--- src/rtl/core/ptt_pkg.sv ---
package ptt_pkg;

    // Fixed field widths of the item and result ports
    localparam int TIME_W   = 64;
    localparam int PERIOD_W = 32;
    localparam int COUNT_W  = 32;
    localparam int TAG_IN_W = 16;
    localparam int SLOT_W   = 4;
    localparam int KIND_W   = 2;

    // Operation codes
    localparam logic OP_ADD  = 1'b0;
    localparam logic OP_TICK = 1'b1;

    // Result kinds
    localparam logic [KIND_W-1:0] KIND_ADD  = 2'd0;
    localparam logic [KIND_W-1:0] KIND_FIRE = 2'd1;
    localparam logic [KIND_W-1:0] KIND_DONE = 2'd2;

    // Add status codes
    localparam logic ST_OK   = 1'b0;
    localparam logic ST_FULL = 1'b1;

    // Sequencer states
    typedef enum logic [3:0] {
        S_IDLE = 4'b0001,
        S_ADD  = 4'b0010,
        S_SCAN = 4'b0100,
        S_DONE = 4'b1000
    } state_t;

    // Outcome of evaluating one slot against the current time
    typedef struct packed {
        logic fire;
        logic retire;
    } eval_t;

endpackage

--- src/rtl/core/ptt_mem.sv ---
module ptt_mem #(
    parameter int WIDTH = 8,
    parameter int DEPTH = 16,
    parameter int AW    = 4
) (
    input  logic             clk,
    input  logic             we,
    input  logic [AW-1:0]    waddr,
    input  logic [WIDTH-1:0] wdata,
    input  logic             re,
    input  logic [AW-1:0]    raddr,
    output logic [WIDTH-1:0] rdata
);

    logic [WIDTH-1:0] mem [DEPTH];
    logic [WIDTH-1:0] rdata_reg;

    // One write port, one registered read port
    always_ff @(posedge clk)
    begin
        if (we)
        begin
            mem[waddr] <= wdata;
        end
        if (re)
        begin
            rdata_reg <= mem[raddr];
        end
    end

    assign rdata = rdata_reg;

endmodule

--- src/rtl/core/ptt_eval.sv ---
module ptt_eval (
    input  logic [ptt_pkg::TIME_W-1:0]   last_time,
    input  logic [ptt_pkg::PERIOD_W-1:0] period,
    input  logic [ptt_pkg::COUNT_W-1:0]  count,
    input  logic [ptt_pkg::COUNT_W-1:0]  limit,
    input  logic [ptt_pkg::TIME_W-1:0]   now,
    output ptt_pkg::eval_t               res,
    output logic [ptt_pkg::COUNT_W-1:0]  count_inc
);

    logic [ptt_pkg::TIME_W:0] due;

    // Due time with carry; a carry out means the slot never fires
    assign due = {1'b0, last_time}
               + {{(ptt_pkg::TIME_W - ptt_pkg::PERIOD_W + 1){1'b0}}, period};

    assign count_inc  = count + ptt_pkg::COUNT_W'(1);
    assign res.fire   = !due[ptt_pkg::TIME_W] && (due[ptt_pkg::TIME_W-1:0] < now);
    assign res.retire = (limit != '0) && (limit < count_inc);

endmodule

--- src/rtl/core/periodic_timer_task_table_core.sv ---
// Periodic timer task table. An add transfer claims the lowest free slot and
// answers with the slot or table full via S_ADD and the output register.
// A tick transfer walks all SLOTS slots, reading used ones from the slot
// memory, one read a cycle while no fired result waits on a busy output;
// it evaluates a used slot the cycle after its read, writes it back when it
// fires, and ends with a done result. The slot memory has a single read
// port. Slot occupancy sits in flip-flops cleared by reset; the memory
// itself needs no clearing since a slot is always fully written by an add
// before it is read. One item is worked at a time; in_ready is high between
// items while the output register may still hold a result.
module periodic_timer_task_table_core #(
    parameter int SLOTS    = 16,
    parameter int TAG_BITS = 16
) (
    input  logic        clk,
    input  logic        rst_n,
    input  logic        in_valid,
    output logic        in_ready,
    input  logic        operation,
    input  logic [31:0] period,
    input  logic [31:0] max_fires,
    input  logic [15:0] task_tag,
    input  logic [63:0] now,
    output logic        out_valid,
    input  logic        out_ready,
    output logic [1:0]  kind,
    output logic        status,
    output logic [3:0]  slot,
    output logic [15:0] fired_tag,
    output logic        retired,
    output logic        last
);

    localparam int IDX_W    = (SLOTS > 1) ? $clog2(SLOTS) : 1;
    localparam int TAG_LSB  = 0;
    localparam int LIM_LSB  = TAG_BITS;
    localparam int CNT_LSB  = LIM_LSB + ptt_pkg::COUNT_W;
    localparam int PER_LSB  = CNT_LSB + ptt_pkg::COUNT_W;
    localparam int LAST_LSB = PER_LSB + ptt_pkg::PERIOD_W;
    localparam int ENT_W    = LAST_LSB + ptt_pkg::TIME_W;
    localparam logic [IDX_W-1:0] LAST_IDX = IDX_W'(SLOTS - 1);

    ptt_pkg::state_t state_reg, state_next;

    logic [SLOTS-1:0]                 used_reg, used_next;
    logic [ptt_pkg::TIME_W-1:0]       now_reg, now_next;
    logic [IDX_W-1:0]                 idx_reg, idx_next;
    logic                             scan_active_reg, scan_active_next;
    logic                             eval_valid_reg, eval_valid_next;
    logic [IDX_W-1:0]                 eval_idx_reg, eval_idx_next;
    logic                             add_full_reg, add_full_next;
    logic [IDX_W-1:0]                 add_slot_reg, add_slot_next;

    logic                             out_valid_reg, out_valid_next;
    logic [ptt_pkg::KIND_W-1:0]       kind_reg, kind_next;
    logic                             status_reg, status_next;
    logic [ptt_pkg::SLOT_W-1:0]       slot_reg, slot_next;
    logic [ptt_pkg::TAG_IN_W-1:0]     tag_reg, tag_next;
    logic                             retired_reg, retired_next;
    logic                             last_reg, last_next;

    logic                             in_xfer;
    logic                             out_busy;
    logic                             out_load;
    logic                             stall;
    logic                             free_found;
    logic [IDX_W-1:0]                 free_idx;
    logic [IDX_W-1:0]                 slot_src;
    logic [IDX_W+ptt_pkg::SLOT_W-1:0] slot_wide;
    logic [TAG_BITS+ptt_pkg::TAG_IN_W-1:0] tag_in_wide;
    logic [TAG_BITS+ptt_pkg::TAG_IN_W-1:0] tag_out_wide;
    logic [TAG_BITS-1:0]              tag_store;

    logic                             mem_we;
    logic [IDX_W-1:0]                 mem_waddr;
    logic [ENT_W-1:0]                 mem_wdata;
    logic                             mem_re;
    logic [ENT_W-1:0]                 mem_rdata;

    ptt_pkg::eval_t                   ev;
    logic [ptt_pkg::COUNT_W-1:0]      count_inc;

    // Slot memory: last fire time, period, count, limit, tag
    ptt_mem #(
        .WIDTH (ENT_W),
        .DEPTH (SLOTS),
        .AW    (IDX_W)
    ) u_mem (
        .clk   (clk),
        .we    (mem_we),
        .waddr (mem_waddr),
        .wdata (mem_wdata),
        .re    (mem_re),
        .raddr (idx_reg),
        .rdata (mem_rdata)
    );

    // Fire decision for the slot whose read data the slot memory holds
    ptt_eval u_eval (
        .last_time (mem_rdata[LAST_LSB +: ptt_pkg::TIME_W]),
        .period    (mem_rdata[PER_LSB +: ptt_pkg::PERIOD_W]),
        .count     (mem_rdata[CNT_LSB +: ptt_pkg::COUNT_W]),
        .limit     (mem_rdata[LIM_LSB +: ptt_pkg::COUNT_W]),
        .now       (now_reg),
        .res       (ev),
        .count_inc (count_inc)
    );

    // Handshake and stall terms
    assign in_ready = (state_reg == ptt_pkg::S_IDLE);
    assign in_xfer  = in_valid && in_ready;
    assign out_busy = out_valid_reg && !out_ready;
    assign stall    = eval_valid_reg && ev.fire && out_busy;
    assign mem_re   = (state_reg == ptt_pkg::S_SCAN) && scan_active_reg && !stall
                      && used_reg[idx_reg];

    // Tag width conversion in and out of storage
    assign tag_in_wide  = {{TAG_BITS{1'b0}}, task_tag};
    assign tag_store    = tag_in_wide[TAG_BITS-1:0];
    assign tag_out_wide = {{ptt_pkg::TAG_IN_W{1'b0}}, mem_rdata[TAG_LSB +: TAG_BITS]};
    assign slot_wide    = {{ptt_pkg::SLOT_W{1'b0}}, slot_src};

    // Lowest free slot
    always_comb
    begin
        free_found = 1'b0;
        free_idx   = '0;
        for (int i = SLOTS - 1; i >= 0; i--)
        begin
            if (!used_reg[i])
            begin
                free_found = 1'b1;
                free_idx   = IDX_W'(i);
            end
        end
    end

    // Sequencer, scan pipeline and output register loading
    always_comb
    begin
        state_next       = state_reg;
        used_next        = used_reg;
        now_next         = now_reg;
        idx_next         = idx_reg;
        scan_active_next = scan_active_reg;
        eval_valid_next  = eval_valid_reg;
        eval_idx_next    = eval_idx_reg;
        add_full_next    = add_full_reg;
        add_slot_next    = add_slot_reg;
        mem_we           = 1'b0;
        mem_waddr        = eval_idx_reg;
        mem_wdata        = {now_reg,
                            mem_rdata[PER_LSB +: ptt_pkg::PERIOD_W],
                            count_inc,
                            mem_rdata[LIM_LSB +: ptt_pkg::COUNT_W],
                            mem_rdata[TAG_LSB +: TAG_BITS]};
        out_load         = 1'b0;
        slot_src         = eval_idx_reg;
        kind_next        = kind_reg;
        status_next      = ptt_pkg::ST_OK;
        tag_next         = '0;
        retired_next     = 1'b0;
        last_next        = 1'b0;

        unique case (state_reg)
            ptt_pkg::S_IDLE:
            begin
                if (in_xfer)
                begin
                    if (operation == ptt_pkg::OP_ADD)
                    begin
                        add_full_next = !free_found;
                        add_slot_next = free_found ? free_idx : '0;
                        if (free_found)
                        begin
                            mem_we              = 1'b1;
                            mem_waddr           = free_idx;
                            mem_wdata           = {{ptt_pkg::TIME_W{1'b0}}, period,
                                                   {ptt_pkg::COUNT_W{1'b0}}, max_fires,
                                                   tag_store};
                            used_next[free_idx] = 1'b1;
                        end
                        state_next = ptt_pkg::S_ADD;
                    end
                    else
                    begin
                        now_next         = now;
                        idx_next         = '0;
                        scan_active_next = 1'b1;
                        eval_valid_next  = 1'b0;
                        state_next       = ptt_pkg::S_SCAN;
                    end
                end
            end
            ptt_pkg::S_ADD:
            begin
                slot_src = add_slot_reg;
                if (!out_busy)
                begin
                    out_load    = 1'b1;
                    kind_next   = ptt_pkg::KIND_ADD;
                    status_next = add_full_reg ? ptt_pkg::ST_FULL : ptt_pkg::ST_OK;
                    last_next   = 1'b1;
                    state_next  = ptt_pkg::S_IDLE;
                end
            end
            ptt_pkg::S_SCAN:
            begin
                if (!stall)
                begin
                    // Evaluate stage: write back and report a firing
                    if (eval_valid_reg && ev.fire)
                    begin
                        mem_we       = 1'b1;
                        out_load     = 1'b1;
                        kind_next    = ptt_pkg::KIND_FIRE;
                        tag_next     = tag_out_wide[ptt_pkg::TAG_IN_W-1:0];
                        retired_next = ev.retire;
                        if (ev.retire)
                        begin
                            used_next[eval_idx_reg] = 1'b0;
                        end
                    end
                    // Read stage: issue the next slot
                    if (scan_active_reg)
                    begin
                        eval_valid_next = used_reg[idx_reg];
                        eval_idx_next   = idx_reg;
                        if (idx_reg == LAST_IDX)
                        begin
                            scan_active_next = 1'b0;
                        end
                        else
                        begin
                            idx_next = idx_reg + IDX_W'(1);
                        end
                    end
                    else
                    begin
                        eval_valid_next = 1'b0;
                    end
                end
                if (!scan_active_reg && !eval_valid_reg)
                begin
                    state_next = ptt_pkg::S_DONE;
                end
            end
            ptt_pkg::S_DONE:
            begin
                if (!out_busy)
                begin
                    out_load   = 1'b1;
                    kind_next  = ptt_pkg::KIND_DONE;
                    slot_src   = '0;
                    last_next  = 1'b1;
                    state_next = ptt_pkg::S_IDLE;
                end
            end
            default:
            begin
                state_next = ptt_pkg::S_IDLE;
            end
        endcase

        slot_next = slot_wide[ptt_pkg::SLOT_W-1:0];
        if (out_load)
        begin
            out_valid_next = 1'b1;
        end
        else
        begin
            out_valid_next = out_valid_reg && !out_ready;
        end
    end

    // Control state
    always_ff @(posedge clk or negedge rst_n)
    begin
        if (!rst_n)
        begin
            state_reg       <= ptt_pkg::S_IDLE;
            used_reg        <= '0;
            idx_reg         <= '0;
            scan_active_reg <= 1'b0;
            eval_valid_reg  <= 1'b0;
            out_valid_reg   <= 1'b0;
        end
        else
        begin
            state_reg       <= state_next;
            used_reg        <= used_next;
            idx_reg         <= idx_next;
            scan_active_reg <= scan_active_next;
            eval_valid_reg  <= eval_valid_next;
            out_valid_reg   <= out_valid_next;
        end
    end

    // Payload registers
    always_ff @(posedge clk)
    begin
        now_reg      <= now_next;
        eval_idx_reg <= eval_idx_next;
        add_full_reg <= add_full_next;
        add_slot_reg <= add_slot_next;
        if (out_load)
        begin
            kind_reg    <= kind_next;
            status_reg  <= status_next;
            slot_reg    <= slot_next;
            tag_reg     <= tag_next;
            retired_reg <= retired_next;
            last_reg    <= last_next;
        end
    end

    assign out_valid = out_valid_reg;
    assign kind      = kind_reg;
    assign status    = status_reg;
    assign slot      = slot_reg;
    assign fired_tag = tag_reg;
    assign retired   = retired_reg;
    assign last      = last_reg;

endmodule

--- config.mk ---
export PLATFORM = sky130hd
export DESIGN_NAME = periodic_timer_task_table_core
export DESIGN_NICKNAME = d
export VERILOG_FILES = /design/src/rtl/core/ptt_pkg.sv /design/src/rtl/core/ptt_mem.sv /design/src/rtl/core/ptt_eval.sv /design/src/rtl/core/periodic_timer_task_table_core.sv
export SDC_FILE = /design/constraint.sdc
export NUM_CORES = 2
export LEC_CHECK = 0
export CORE_ASPECT_RATIO = 0.7
export CORE_MARGIN = 4
export CORE_UTILIZATION = 42
export DETAILED_ROUTE_END_ITERATION = 8
export DONT_BUFFER_PORTS = 1
export PLACE_DENSITY = 0.66
export SYNTH_ARGS = -nofsm -noshare
export SYNTH_HDL_FRONTEND = slang
export SYNTH_SLANG_ARGS = --single-unit
--- constraint.sdc ---
create_clock -name clk -period 30.5 [get_ports clk]
set_input_delay 1.525 -clock clk [delete_from_list [all_inputs] [get_ports clk]]
set_output_delay 1.525 -clock clk [all_outputs]
set_load 0.005 [all_outputs]
[Word-level counts from Yosys, hierarchy flattened]
Memory sizes are Yosys's and may differ from the RTL's. A register that Yosys moved wholly into a read port is not among the register bits.
Index checks and enable logic that the tools add are counted.
Storage, ports and cells
  flip-flop bits (word level): 125
  memory bits (writable): 2816
  input bits: 149
  output and inout port bits: 27
  word-level logic and storage cells: 179
  memories: 1
Cells by class
  $add $sub $neg: 3
  order comparisons: 7
  equal/unequal tests: 18
  multiplexer cells: 94
  bitwise gates (word level): 8
  reduce and logical (&&, ||, !) cells: 32
Memories
  u_mem.mem: words 16, width 176, read ports 1, clocked after Yosys merged registers in 1, wr ports 1, RTL line ptt_mem.sv:15  | logic [WIDTH-1:0] mem [DEPTH];
Operators by type and width (number)
  $mux W176: 4
  $mux W4: 29
  $mux W16: 6
  $add A64 B32 Y65: 1
  $lt A64 B64 Y1: 1
  $mux W1: 38
  $add A32 B1 Y32 const B: 1
  $lt A32 B32 Y1: 1
  $pmux W16 S2: 1
  $reduce_bool A32 Y1: 1
  $and A16 B16 Y16: 1
  $ne A2 B2 Y1 const B: 8
  $not A16 Y16: 1
  $or A16 B16 Y16: 1
  $pmux W4 S2: 2
  $lt A4 B5 Y1 const B: 3
  $logic_and A1 B1 Y1: 12
  $pmux W4 S3: 1
  $reduce_and A3 Y1: 4
  $reduce_and A6 Y1: 2
  $ne A2 B1 Y1 const B: 5
  $demux W1 S4: 2
  $eq A4 B4 Y1 const B: 2
  $ge A4 B1 Y1 const B: 2
  17 further kinds: 33

[Longest topological paths before layout]
  depth after elaboration: 25
  gate-level depth with buffers: 24
  mapped depth without buffers: 22

[By module]
From an unflattened synthesis, not the netlist that was laid out.
Second synthesis, totals
  cells, all modules: 5898
  area, all modules: 122841.6 sq um
Modules (own cells, without submodules)
  ptt_mem: times used 1, cells each 4601, area each 110896.4 sq um, seq. area each 89846.2 sq um
  periodic_timer_task_table_core: times used 1, cells each 513, area each 6461.2 sq um, seq. area each 3619.7 sq um
  ptt_eval: times used 1, cells each 784, area each 5484.0 sq um, seq. area each 0.0 sq um

[Worst setup path after synthesis]
OpenSTA, ideal clock, no wires.
  path kind: register to register
  from: reg u_mem.rdata_reg[80] (netlist: u_mem.rdata[80]), read port of u_mem.mem
  to: mem u_mem.mem[14][0] (netlist name) (enable)
  setup time: 0.927 ns
  data arrival time: 16.772 ns
  required time: 29.573 ns
  slack: 12.801 ns
  stages on the path, launching flop included: 24
  buffers on the path: 1
  clock period less this slack: 17.699 ns
  cell sequence: edfxtp_1 -> ha_1 -> inv_1 -> fa_1 -> nand2b_1 -> a21oi_1 -> nor2_1 -> o21ai_2 -> a32oi_2 -> o31a_1 -> or4_1 -> buf_2 -> nor3_4 -> xor2_1 -> ha_1 -> nand3_1 -> nor4_1 -> a221oi_1 -> o21ai_0 -> a31oi_1 -> nand2_1 -> nor3_1 -> a22oi_1 -> nor3_1
On the way
  longest elaborated chain between the ends: 9
  elaborated cells on any way between the ends: 11
  classes of those cells: add/sub: 1; order compare: 1; mux: 5; reduce/logical: 4
RTL lines
  start: declaration: RTL line ptt_mem.sv:16  | logic [WIDTH-1:0] rdata_reg;
  $add A64 B32 Y65 (*): RTL line ptt_eval.sv:15  | + {{(ptt_pkg::TIME_W - ptt_pkg::PERIOD_W + 1){1'b0}}, period};
  $lt A64 B64 Y1 / $logic_not A1 Y1 (equally long branches): RTL line ptt_eval.sv:18  | assign res.fire = !due[ptt_pkg::TIME_W] && (due[ptt_pkg::TIME_W-1:0] < now);
  $logic_and A1 B1 Y1 (*): RTL line ptt_eval.sv:18
  $logic_and A1 B1 Y1 (*): RTL line periodic_timer_task_table_core.sv:113, periodic_timer_task_table_core.sv:212
  $mux W1 / $logic_and A1 B1 Y1 (equally long branches): RTL line periodic_timer_task_table_core.sv:212, periodic_timer_task_table_core.sv:113
  $mux W1 (*): RTL line periodic_timer_task_table_core.sv:209  | if (!stall)
  $pmux W1 S2 (*): RTL line periodic_timer_task_table_core.sv:165  | unique case (state_reg)
  $mux W1 (*): RTL line ptt_mem.sv:21  | if (we)
  $mux W1 (implied by the code) (*): RTL line ptt_mem.sv:23  | mem[waddr] <= wdata;
  end: declaration: RTL line ptt_mem.sv:15
Every way passes the cells marked *; elsewhere a longest branch is shown, timed or not.

[Worst setup path after layout]
  from: reg u_mem.rdata_reg[91] (netlist: u_mem.rdata[91]), read port of u_mem.mem
  to: mem u_mem.mem[15][166] (netlist name) (enable)
Same word-level chain as after synthesis.

==> metrics.txt <==
status=completed; switch share=24.9%; slowest library cell on the worst path=nor3_2; relative slew slack=12.7%; CP Launch Type=flip-flop; Starting Density=42.3%; Final period util=33.3%; Fin. Hold Viols=0; Pint=7.56 mW; Yosys top cell area share=75.0%; Lkg Pwr=42.9 nW; Core ar.=293000 um2; crit end category=flip-flop; synthesized area=124000 um2; synth cell count leaders=edfxtp_1, nand2_1, mux2i_1, mux4_2, o21ai_0; area taken by flip-flops and latches=93500 um2; Pwr Total=10.1 mW; H-tree levels=5; Setup CP Type=flip-flop to flip-flop; clock latency on the worst-skew pair=0.89 ns; layout cells sized above 1=16.8%; post-route setup TNS=0 ns; mux cell area share after synthesis=12.7%; post-layout min period=10.15 ns; CTS tree=done; Synth Net Count=7046; crit path DAT=10.58 ns; top cells by area, synth=edfxtp_1, mux4_2, mux2i_1; post-CTS setup buffers=0; die height=462 um; DRC viols=0; Finished Cell Area=138000 um2; top layer in use=met5; Hold WC Path Type=primary input to asynchronous set/reset pin; IO Pins=176; Post-Synth Simple-Gate Area=3.18%; worst vdd ir=0.0497 mV; vias per cell=5.98; Synth area leader=edfxtp_1; Clock Skew=0.0832 ns; flop-to-flop setup slack=20.35 ns; Vias=65500; xor/xnor share of the synthesized area=0.651%; Detail Route Antenna Nets=0; Ys Warns=0; CP cell instances=ha_1 > and3_1 > nand2_1 > o21ai_0 > o21ai_0 > a2111oi_1 > o211ai_1 > a21oi_2 > nand4_1 > xnor2_1 > ha_1 > nand4_1 > nor4_1 > and4_1 > and3_1 > a22oi_1 > nand2_1 > nor3_2 > a22oi_1 > nor3_2 > buf_4 > buf_4; Post-Synth Adder-Cell Area=1.31%; Fmax=0.0986 GHz; register area share after synthesis=75.6%; WL/cell=29.3 um; Core Util, Final=47.1%; buffers plus inverters on the worst setup path=2; EDFF count, synth=3090; GRT overflow=0; RSZ-0062 raised after global routing=false; CTS clk-pin slew, worst paths=0.06 ns; CP Data Required Time=30.93 ns; Total Die Area=303000 um2; CTS Buf Count=303; Synth Area in Compound Gates=5.23%; Die X=657 um; Area Overhead vs Synth=11.5%; library cells used by synthesis=65; crit path max fanout=51; maximum root-to-sink buffer count=4; part of the power in combinational logic=13.1%; max-cap viol count=0; Main synth FF type=edfxtp_1; FF+latch count, synth=3117; Syn Area/Cell=18.3 um2; Hold-fix buffers, CTS=0; final setup violation count=0; vias in the first global route=64200; clk sinks=3117; Total Wirelength=321 mm; P_sw=2.50 mW; Slew @ Worst Pin=1.30 ns; drt first pass iters=5; Mapped Cells=6768; Largest register FFs=2816; initial antenna violation count=25; max-slew violation count=0; DP HPWL=180 mm; metal3 WL=29.3 mm; row count=166; # resized after CTS=0; DRT iter0 DRCs=8168; root buffer cell=clkbuf_16; sequential share of power=50.9%; clock power share=36.0%; largest net degree at the start of global routing=146; Post-synth ARST share=0.866%; Final #Nets=7126; Post-Route M1 WL=138 mm; gpl congestion=0.858; GRT Util Overall=20.7%; Worst path max stage delay=1.00 ns; input/output buffers=0; routed wl met2=147 mm; dpl cell area=128000 um2; filler cell count=23900; CP top delay family=compound AO/OA/AOI/OAI gates; main combinational cell family by area after synthesis=multiplexers; first-pass GRT wire length=461 mm; top-count cell post-synth=edfxtp_1; Pwr Density=72.9 nW/um2; multi-input logic area=28800 um2
==> stage by stage <==
step | hold slack, ns | instances | setup WS, ns
floorplan | 0.423 | 6768 | 12.80
global placement | 0.523 | 10400 | 20.85
detailed placement | 0.520 | 10400 | 20.62
CTS | 0.317 | 11000 | 20.52
global route | 0.333 | 11000 | 19.99
finish | 0.377 | 11000 | 20.35
==> power groups by stage <==
stage | sequential [mW] | clock [mW] | combinational [mW]
floorplan | 5.22 | 0 | 0.908
global placement | 5.21 | 0 | 1.29
detailed placement | 5.21 | 0 | 1.32
CTS | 5.12 | 3.69 | 1.32
global route | 5.13 | 3.87 | 1.42
finish | 5.12 | 3.63 | 1.31
==> metal layers <==
metal / GRT usage [%] / vias to the layer above
met3: 4.05 / 460
li1: - / 27400
met1: 30.6 / 34500
met4: 5.20 / 6
met5: 0 / -
met2: 31.6 / 3094
==> final timing paths <==
path / from / to / cells past startpoint
worst max-delay path: u_mem.rdata[91] / u_mem.mem[15][166] / 22
worst min-delay path: rst_n / used_reg[8] / 0
worst max register to register: u_mem.rdata[91] / u_mem.mem[15][166] / 22
worst min register to register: add_slot_reg[3] / slot[3] / 2
max in group asynchronous: rst_n / state_reg[0] / 0
min in group clk: add_slot_reg[3] / slot[3] / 2
==> layout by cell type (no fill, tap or decap), drive strengths merged, types with 114 or more instances in the layout <==
| master | instances |
|---|---|
| edfxtp | 3090 |
| nand2 | 482 |
| mux2i | 441 |
| mux4 | 386 |
| clkbuf | 379 |
| o21ai | 341 |
| mux2 | 235 |
| a21oi | 225 |
| nor2 | 189 |
| a221oi | 152 |
| a22oi | 151 |
| ha | 128 |
| clkinv | 119 |
| buf | 114 |
==> final cells by class <==
class / count / area share (%)
Sequential cell: 3117 / 67.8
Clock buffer: 379 / 5.78
Antenna cell: 7 / 0.0127
Timing Repair Buffer: 114 / 0.766
Tap cell: 3864 / 3.50
Inverter: 95 / 0.260
Clock inverter: 164 / 1.06
Multi-Input combinational cell: 3217 / 20.8
==> kinds of logic (layout without fill, tap and decap cells) <==
group,Yosys count,in the layout
adder cells (fa/ha/maj),129,129
AO/OA/AOI/OAI,1027,1027
buffers and inverters,434,752
other,0,7
flip-flops,3117,3117
AND/OR/NAND/NOR,907,907
XOR/XNOR,92,92
multiplexers,1062,1062
Note: power is estimated with default switching activity, not from simulation.
